### src/design/assert_macros.svh
`ifndef ASSERT_MACROS_SVH
`define ASSERT_MACROS_SVH

// generic clocked assertion with reset disable
`define ASSERT_SYNC(label, clk, rst_n, prop, msg) \
    label: assert property (@(posedge clk) disable iff (!rst_n) prop) else $error(msg);

// assertion on the default clock and reset of a module
`define ASSERT_CLK(label, prop, msg) \
    `ASSERT_SYNC(label, i_clk, i_rst_n, prop, msg)

`endif

### src/design/salsa_pkg.sv
package salsa_pkg;

    localparam int DOUBLE_ROUNDS = 10;
    localparam int NUM_ROUNDS    = 2 * DOUBLE_ROUNDS;
    localparam int ROUND_W       = $clog2(NUM_ROUNDS);
    localparam int WORD_W        = 32;
    localparam int STATE_WORDS   = 16;
    localparam int POS_W         = 4;
    localparam int QR_UNITS      = 4;
    localparam int STEP_W        = 2;
    localparam int KEY_REGS      = 4;
    localparam int CFG_W         = 64;
    localparam int CNT_W         = 64;
    localparam int PADDR_W       = 6;
    localparam int CFG_IDX_W     = 3;

    localparam logic [CFG_IDX_W-1:0] REG_KEY01 = 3'd0;
    localparam logic [CFG_IDX_W-1:0] REG_KEY23 = 3'd1;
    localparam logic [CFG_IDX_W-1:0] REG_KEY45 = 3'd2;
    localparam logic [CFG_IDX_W-1:0] REG_KEY67 = 3'd3;
    localparam logic [CFG_IDX_W-1:0] REG_NONCE = 3'd4;

    localparam logic [POS_W-1:0]   LAST_POS   = 4'd15;
    localparam logic [STEP_W-1:0]  LAST_STEP  = 2'd3;
    localparam logic [ROUND_W-1:0] LAST_ROUND = ROUND_W'(NUM_ROUNDS - 1);

    localparam int ROT_A = 7;
    localparam int ROT_B = 9;
    localparam int ROT_C = 13;
    localparam int ROT_D = 18;

    localparam logic [3:0][WORD_W-1:0] SIGMA = {
        32'h6b206574, 32'h79622d32, 32'h3320646e, 32'h61707865
    };

    typedef logic [STATE_WORDS-1:0][WORD_W-1:0] t_words;

    typedef struct packed {
        logic [KEY_REGS-1:0][CFG_W-1:0] key;
        logic [CFG_W-1:0]               nonce;
    } t_cfg;

    typedef struct packed {
        logic              load_init;
        logic              round_step;
        logic              final_add;
        logic              capture;
        logic              emit;
        logic              emit_held;
        logic              cnt_clear;
        logic              cnt_incr;
        logic [STEP_W-1:0] step;
        logic [POS_W-1:0]  pos;
    } t_dp_cmd;

    function automatic logic [WORD_W-1:0] rotl(input logic [WORD_W-1:0] v, input int s);
        return (v << s) | (v >> (WORD_W - s));
    endfunction

    // word of column u at row offset k, diagonal order of the column round
    function automatic logic [POS_W-1:0] qr_idx(input int u, input int k);
        return POS_W'(4 * ((u + k) % 4) + u);
    endfunction

    function automatic t_words transpose(input t_words w);
        t_words t;
        for (int r = 0; r < 4; r++) begin
            for (int c = 0; c < 4; c++) begin
                t[4*r+c] = w[4*c+r];
            end
        end
        return t;
    endfunction

    function automatic t_words build_init(input t_cfg cfg, input logic [CNT_W-1:0] cnt);
        t_words w;
        w[0]  = SIGMA[0];
        w[1]  = cfg.key[0][31:0];
        w[2]  = cfg.key[0][63:32];
        w[3]  = cfg.key[1][31:0];
        w[4]  = cfg.key[1][63:32];
        w[5]  = SIGMA[1];
        w[6]  = cfg.nonce[31:0];
        w[7]  = cfg.nonce[63:32];
        w[8]  = cnt[31:0];
        w[9]  = cnt[63:32];
        w[10] = SIGMA[2];
        w[11] = cfg.key[2][31:0];
        w[12] = cfg.key[2][63:32];
        w[13] = cfg.key[3][31:0];
        w[14] = cfg.key[3][63:32];
        w[15] = SIGMA[3];
        return w;
    endfunction

endpackage

### src/design/salsa_ctrl.sv
`include "assert_macros.svh"

module salsa_ctrl (
    input  logic               i_clk,
    input  logic               i_rst_n,
    input  logic               i_in_valid,
    input  logic               i_in_start,
    output logic               o_in_ready,
    input  logic               i_out_ready,
    output logic               o_out_valid,
    output salsa_pkg::t_dp_cmd o_cmd
);
    import salsa_pkg::*;

    typedef enum logic [4:0] {
        S_IDLE  = 5'b00001,
        S_LOAD  = 5'b00010,
        S_ROUND = 5'b00100,
        S_FINAL = 5'b01000,
        S_EMIT  = 5'b10000
    } t_state;

    t_state              r_state;
    t_state              n_state;
    logic [POS_W-1:0]    r_pos;
    logic [POS_W-1:0]    n_pos;
    logic [STEP_W-1:0]   r_step;
    logic [STEP_W-1:0]   n_step;
    logic [ROUND_W-1:0]  r_round;
    logic [ROUND_W-1:0]  n_round;
    logic                r_out_valid;
    logic                n_out_valid;
    logic [POS_W-1:0]    eff_pos;

    assign o_in_ready = (r_state == S_IDLE) && (!r_out_valid || i_out_ready);
    assign eff_pos    = i_in_start ? '0 : r_pos;

    always_comb begin
        n_state     = r_state;
        n_pos       = r_pos;
        n_step      = r_step;
        n_round     = r_round;
        n_out_valid = r_out_valid && !i_out_ready;
        o_cmd       = '0;
        o_cmd.step  = r_step;
        o_cmd.pos   = r_pos;
        unique case (r_state)
            S_IDLE: begin
                if (o_in_ready && i_in_valid) begin
                    o_cmd.cnt_clear = i_in_start;
                    o_cmd.pos       = eff_pos;
                    if (eff_pos == '0) begin
                        o_cmd.capture = 1'b1;
                        n_pos         = '0;
                        n_state       = S_LOAD;
                    end else begin
                        o_cmd.emit     = 1'b1;
                        o_cmd.cnt_incr = (eff_pos == LAST_POS);
                        n_out_valid    = 1'b1;
                        n_pos          = eff_pos + POS_W'(1);
                    end
                end
            end
            S_LOAD: begin
                o_cmd.load_init = 1'b1;
                n_step          = '0;
                n_round         = '0;
                n_state         = S_ROUND;
            end
            S_ROUND: begin
                o_cmd.round_step = 1'b1;
                n_step           = r_step + STEP_W'(1);
                if (r_step == LAST_STEP) begin
                    n_round = r_round + ROUND_W'(1);
                    if (r_round == LAST_ROUND) begin
                        n_state = S_FINAL;
                    end
                end
            end
            S_FINAL: begin
                o_cmd.final_add = 1'b1;
                n_state         = S_EMIT;
            end
            S_EMIT: begin
                o_cmd.emit      = 1'b1;
                o_cmd.emit_held = 1'b1;
                o_cmd.cnt_incr  = (r_pos == LAST_POS);
                n_out_valid     = 1'b1;
                n_pos           = r_pos + POS_W'(1);
                n_state         = S_IDLE;
            end
            default: n_state = S_IDLE;
        endcase
    end

    always_ff @(posedge i_clk) begin
        if (!i_rst_n) begin
            r_state     <= S_IDLE;
            r_pos       <= '0;
            r_step      <= '0;
            r_round     <= '0;
            r_out_valid <= 1'b0;
        end else begin
            r_state     <= n_state;
            r_pos       <= n_pos;
            r_step      <= n_step;
            r_round     <= n_round;
            r_out_valid <= n_out_valid;
        end
    end

    assign o_out_valid = r_out_valid;

    `ASSERT_CLK(a_emit_out_free, r_state == S_EMIT |-> !r_out_valid, "result register busy")
    `ASSERT_CLK(a_ready_only_idle, o_in_ready |-> r_state == S_IDLE, "input taken outside idle")
    `ASSERT_CLK(a_final_late, r_state == S_FINAL |-> $past(r_round) == LAST_ROUND, "early final add")
    `ASSERT_CLK(a_cnt_exclusive, !(o_cmd.cnt_clear && o_cmd.cnt_incr), "clear and increment")

endmodule

### config.mk
export PLATFORM = sky130hd
export DESIGN_NAME = salsa_ctrl
export DESIGN_NICKNAME = d
export VERILOG_FILES = /design/src/design/salsa_pkg.sv /design/src/design/salsa_ctrl.sv
export VERILOG_INCLUDE_DIRS = /design/src /design/src/design
export SDC_FILE = /design/constraint.sdc
export NUM_CORES = 1
export LEC_CHECK = 0
export ABC_AREA = 1
export CORE_AREA = 5 5 51 53
export CTS_CLUSTER_SIZE = 25
export DETAILED_ROUTE_END_ITERATION = 16
export DIE_AREA = 0 0 56 58
export DONT_BUFFER_PORTS = 1
export HOLD_SLACK_MARGIN = 0.12
export PLACE_DENSITY_LB_ADDON = 0.25
export REMOVE_ABC_BUFFERS = 1
export SYNTH_ARGS = -nofsm -noshare
export SYNTH_HDL_FRONTEND = slang
export SYNTH_SLANG_ARGS = --single-unit
### constraint.sdc
create_clock -name i_clk -period 1.4 [get_ports i_clk]
set_input_delay 0.35 -clock i_clk [delete_from_list [all_inputs] [get_ports i_clk]]
set_output_delay 0.35 -clock i_clk [all_outputs]
set_load 0.01 [all_outputs]
==> summary.txt, run 1 <==
Pwr
  • Clock share of power: 11.2%
  • VDD IR max: 0.893 mV
  • LEAKAGE: 0.000755 uW
  • Net Switching: 982 uW
  • Flop pwr share: 29.7%
  • Internal power: 1360 uW
  • Logic gate share of total power: 59.0%
  • Sw Share: 41.9%
  • Tot Pwr: 2350 uW
  • PwrDens: 1540 nW/um2

Synth
  • Largest family of logic cells by synthesized area: simple AND/OR/NAND/NOR gates
  • FF+latch count, synth: 17
  • Top cells by area, synth: dfxtp_1, nand2_1, nor2_1
  • Post-synthesis instance area: 1080 um2
  • Simple-gate share of the synthesized area: 43.7%
  • Synth Area in Adders: 3.49%
  • Mapped Cells: 159
  • Syn_area_per_cell: 6.77 um2
  • Cell taking the most area after synthesis: dfxtp_1
  • Mux cell area share after synthesis: 0%
  • Synth Area in Compound Gates: 9.88%
  • Unique masters post-synth: 24
  • Xor/xnor share of the synthesized area: 2.44%
  • Synth warn: 0
  • Seq/Total Area, Yosys: 31.6%
  • Yosys top cell area share: 31.6%

Finish
  • Post-route cell area: 1530 um2
  • Net total in the final layout: 208
  • Most frequent cells in the layout: buf_4, nand2_1, nor2_1
  • Share of post-route cells with drive strength above 1: 40.7%
  • Ant diodes: 0
  • Commonest non-fill, non-tap cell in the layout: buf_4
  • Area Overhead vs Synth: 42.0%

Timing
  • RSZ-0062 raised after global routing: true
  • Hold Slack: 137 ps
  • # setup viols final: 21
  • Tightest Pin Transition: 295 ps
  • Tcrit/Tclk final: 121%
  • Tmin final: 1700 ps
  • Max Slew Vio Count: 0
  • F_max: 0.590 GHz
  • Setup ws final: -296 ps
  • Final hold vios: 0
  • Max-slew headroom: 80.2%
  • Max Clock Skew: 6.37 ps
  • TNS Setup: -3190 ps

Critical path
  • Critical path data required time: 1050 ps
  • CP Capture Type: output port
  • Startpoint types: flop
  • Crit Path Class: flop to output port
  • Arrival time worst endpoint: 1350 ps
  • Maximum fanout along the worst path: 5

Detailed routing
  • Pre-Repair DR Iteration Count: 4
  • Post-route ant nets: 0
  • WL/cell: 14.1 um
  • DR iter-0 viols: 33
  • DRC viols: 0
  • Vias post-DR: 1,236
  • Mean number of vias per cell: 5.44
  • Final WL: 3210 um

Outcome
  • Failing checks: negative setup slack
  • Status: finished, violations left

Clocking
  • Clock Latency Late Sink: 290 ps
  • CTS tree: done
  • Hold Buf Count CTS: 0
  • H-tree levels: 1
  • CTS buffer count: 3
  • Clock-pin slew on the worst setup and hold paths: 100 ps
  • CTS root buffer: clkbuf_4
  • Bufs on Longest Clock Path: 2
  • CTS sink count: 17

Place
  • HPWL after DPL: 2080 um
  • PortBufs: 0
  • Gpl congestion: 0.846
  • Placed inst area: 1280 um2

Global route
  • Grt ovf: 0
  • Largest net degree at the start of global routing: 12
  • GRT Total Usage: 18.9%
  • Vias in the first global route: 1,188
  • Initial antenna violation count: 0
  • First-pass GRT wire length: 4920 um

Floorplanning
  • Initial Utilization: 51.1%
  • I/O pin total: 21
  • Die X: 56 um
  • Total Die Area: 3250 um2
  • CORE AREA: 2110 um2
  • # rows: 17
  • Die H: 58 um

Hold path
  • Worst hold path class: primary input to flop

Run
  • Max Cap Viol: 0
[registers in the layout, summed over array words and instances (netlist names)]
signal,flops
r_round,5
r_step,2
r_pos,4
r_state,5
o_out_valid,1
[path summary, 6_finish.rpt]
kind              slack (ps)  cells after the start               startpoint                 endpoint
setup / recovery        -300                      7  r_state[1]$_SDFFE_PN0P_                 o_cmd[7]
hold / removal           140                      1                  i_rst_n  r_state[0]$_SDFFE_PN1P_
setup reg to reg        -120                      9  r_state[2]$_SDFFE_PN0P_  r_round[2]$_SDFFE_PN0P_
hold reg to reg          460                      1  r_round[0]$_SDFFE_PN0P_  r_round[0]$_SDFFE_PN0P_
[cell usage after synthesis]
master / n
nor2_2: 2
nand4_1: 5
nand4_4: 1
inv_1: 20
nand3_2: 2
nand2_2: 2
ha_1: 3
nor2_4: 2
nand3b_1: 1
dfxtp_1: 17
a21oi_1: 10
o32ai_1: 1
nand4_2: 1
buf_6: 1
nand2_4: 2
nor2_1: 27
nand3_1: 18
nand2_1: 31
o21ai_0: 5
clkbuf_2: 1
xor2_1: 3
o31ai_1: 1
o21bai_1: 2
clkinv_1: 1
[worst max-delay path, cell delays in order, from the launching register on]
cell and delay [ps]:
dfxtp_2 370, inv_2 60, nand2_2 50, nor2_4 90, nand4_4 100, nor2_1 110
buf_4 170, buf_6 110
[per-layer routing]
metal / up-vias / wire length (um) / global-route usage [%]
met3: 17 / 229 / 6.01
li1: 603 / - / -
met5: - / 0 / 0
met1: 562 / 1280 / 18.8
met4: 0 / 125 / 14.2
met2: 54 / 1570 / 32.9
[power groups by stage]
stage	Sequential [uW]	Combinational [uW]	Clock, uW
2_1_floorplan	668	604	0
3_3_place_gp	658	985	0
3_5_place_dp	665	1010	0
4_1_cts	664	1150	272
5_1_grt	705	1520	302
6_report	697	1380	264
[cell type report]
type | instances | area [um2]
Sequential cell | 17 | 357
Multi-Input combinational cell | 119 | 707
Timing Repair Buffer | 38 | 320
Clock buffer | 4 | 26.3
Inverter | 21 | 82.6
Fill cell | 173 | 578
Tap cell | 28 | 35.0
[per-stage QoR]
| stage | utilization [%] | std cells | worst slack [ps] |
|---|---|---|---|
| 2_1_floorplan | - | 157 | -100 |
| 3_3_place_gp | 60.9 | 210 | 7.50 |
| 3_5_place_dp | 60.9 | 210 | -31.2 |
| 4_1_cts | 66.7 | 221 | -280 |
| 5_1_grt | 72.5 | 227 | -390 |
| 6_report | 72.5 | 227 | -296 |
[timing repair]
item                                    4_1_cts  5_1_grt
pin swaps                                     2        5
setup buffers                                 7        7
endpoints found under the setup margin       13       27
resized for setup                            15       29
[cells by family (layout without fill, tap and decap cells)]
family | count (synthesis) | in the layout
simple gates | 94 | 94
fa+ha+maj | 3 | 3
compound gates | 19 | 19
flops | 17 | 17
xor+xnor | 3 | 3
buf+inv | 23 | 63
Note: power is estimated with default switching activity, not from simulation.
==> inputs of run 2 (changes only) <==
SKIP_CTS_REPAIR_TIMING = 1   (was not set)
==> summary.txt, run 2 (same netlist as run 1, synthesis figures left out) <==
Timing
  • Tcrit/Tclk final: 123% (+2.2 points)
  • F_max: 0.579 GHz (-1.8%)
  • Tmin final: 1730 ps (+30.8 ps)
  • # setup viols final: 21 (unchanged)
  • Setup ws final: -327 ps (-30.8 ps)
  • Final hold vios: 0 (unchanged)
  • Max-slew headroom: 74.2% (-6.0 points)
  • Tightest Pin Transition: 383 ps (+87.5 ps)
  • Hold Slack: 142 ps (+4.89 ps)
  • RSZ-0062 raised after global routing: true
  • Max Clock Skew: 4.08 ps (-2.29 ps)
  • Max Slew Vio Count: 0 (unchanged)

Global route
  • Grt ovf: 0 (unchanged)
  • M1 GR Usage: 18.1% (-0.78 points)
  • Busiest layer in global routing: met2
  • First-pass GRT wire length: 4530 um (-8.0%)
  • Initial antenna violation count: 0 (unchanged)
  • Vias in the first global route: 1,094 (-7.9%)
  • GRT Total Usage: 17.3% (-1.6 points)
  • Largest net degree at the start of global routing: 12 (unchanged)
  • Met3 Track Usage GR: 5.57% (-0.45 points)
  • GRT met2 Usage: 31.1% (-1.8 points)

Pwr
  • Tot Pwr: 2120 uW (-9.7%)
  • VDD IR max: 0.831 mV (-7.0%)
  • LEAKAGE: 0.000707 uW (-6.3%)
  • PwrDens: 1490 nW/um2 (-3.1%)

Floorplanning
  • # rows: 17 (unchanged)
  • Die H: 58 um (unchanged)
  • Die X: 56 um (unchanged)
  • Initial Utilization: 51.1% (unchanged)
  • CORE AREA: 2110 um2 (unchanged)
  • Total Die Area: 3250 um2 (unchanged)
  • I/O pin total: 21 (unchanged)

Detailed routing
  • Final WL: 2840 um (-12%)
  • DRC viols: 0 (unchanged)
  • Mean number of vias per cell: 5.34 (-1.9%)
  • Post-route ant nets: 0 (unchanged)
  • Pre-Repair DR Iteration Count: 4 (unchanged)
  • DR iter-0 viols: 18 (-45%)
  • WL/cell: 12.9 um (-8.8%)
  • Vias post-DR: 1,175 (-4.9%)

Critical path
  • Maximum fanout along the worst path: 5 (unchanged)
  • Critical path data required time: 1050 ps (about the same)
  • Startpoint types: flop
  • Worst flop-to-flop path endpoint: r_pos[0]$_SDFFE_PN0P_
  • CP startpoint: r_state[1]$_SDFFE_PN0P_
  • Arrival time worst endpoint: 1380 ps (+30 ps)
  • CP Capture Type: output port
  • Crit Path Class: flop to output port
  • Worst R2R Path Depth: 11 (+2)
  • Crit path capture: o_cmd[7]
  • Worst reg2reg setup slack: -80 ps (+40 ps)
  • R2R Path Start: r_state[1]$_SDFFE_PN0P_

Run
  • Max Cap Viol: 0 (unchanged)

Clocking
  • CTS root buffer: clkbuf_4
  • CTS sink count: 17 (unchanged)
  • CTS buffer count: 3 (unchanged)
  • H-tree levels: 1 (unchanged)
  • Clock-pin slew on the worst setup and hold paths: 90 ps (about the same)
  • Clock Latency Late Sink: 290 ps (about the same)
  • CTS tree: done
  • Bufs on Longest Clock Path: 2 (unchanged)

Finish
  • Most frequent cells in the layout: nand2_1, buf_4, nor2_1
  • Area Overhead vs Synth: 32.2%
  • Ant diodes: 0 (unchanged)
  • Net total in the final layout: 201 (-3.4%)
  • Biggest regs: r_round: 5 flops, r_state: 5 flops, r_pos: 4 flops
  • Post-route cell area: 1420 um2 (-6.9%)
  • Commonest non-fill, non-tap cell in the layout: nand2_1
  • Share of post-route cells with drive strength above 1: 34.9% (-5.8 points)

Outcome
  • Failing checks: negative setup slack
  • Status: finished, violations left

Place
  • Placed inst area: 1280 um2 (unchanged)
  • HPWL after DPL: 2080 um (unchanged)
  • Gpl congestion: 0.846 (unchanged)
  • PortBufs: 0 (unchanged)
  • Setup WS pre-CTS: -31.2 ps (unchanged)

Hold path
  • Worst Hold Launch: i_rst_n
  • Worst hold path class: primary input to flop
-- run 2: worst min path at each step --
stage,slack (ps),to,cells past startpoint
floorplan,440,r_state[0]$_SDFFE_PN1P_,1
global placement,440,r_state[0]$_SDFFE_PN1P_,1
detailed placement,440,r_state[0]$_SDFFE_PN1P_,1
CTS,130,r_state[0]$_SDFFE_PN1P_,1
global route,130,r_state[0]$_SDFFE_PN1P_,1
finish,140,r_state[0]$_SDFFE_PN1P_,1
-- run 2: routing by layer --
metal,vias to the layer above,share of wire (%)
li1,585,-
met1,541,42
met2,40,51
met3,9,6.1
met4,0,1.6
met5,-,0
-- run 2: power by group --
part	total [uW]	internal, uW	switching (uW)
registers	682	584	98.0
logic	1180	540	638
clock network	257	111	147
-- run 2: final cells by class --
cell class	count	area [um2]
clock buffer	4	26.3
fill	180	683
inverter	21	82.6
multi-input combinational	119	683
sequential	17	352
tap	28	35.0
timing repair buffer	31	244
-- run 2: per-stage QoR --
stage,utilization (%),instances,setup TNS (ps)
2_1_floorplan,-,157,-496
3_3_place_gp,60.9,210,0
3_5_place_dp,60.9,210,-31.2
4_1_cts,62.2,214,-3410
5_1_grt,67.6,220,-5190
6_report,67.6,220,-3200
-- run 2: worst max-delay path, cell delays in order, from the launching register on --
cell and delay, ps:
dfxtp_2 350, inv_2 50, nand2_2 40, nor2_2 100, nand4_2 130, nor2_1 130, buf_4 170, buf_6 110
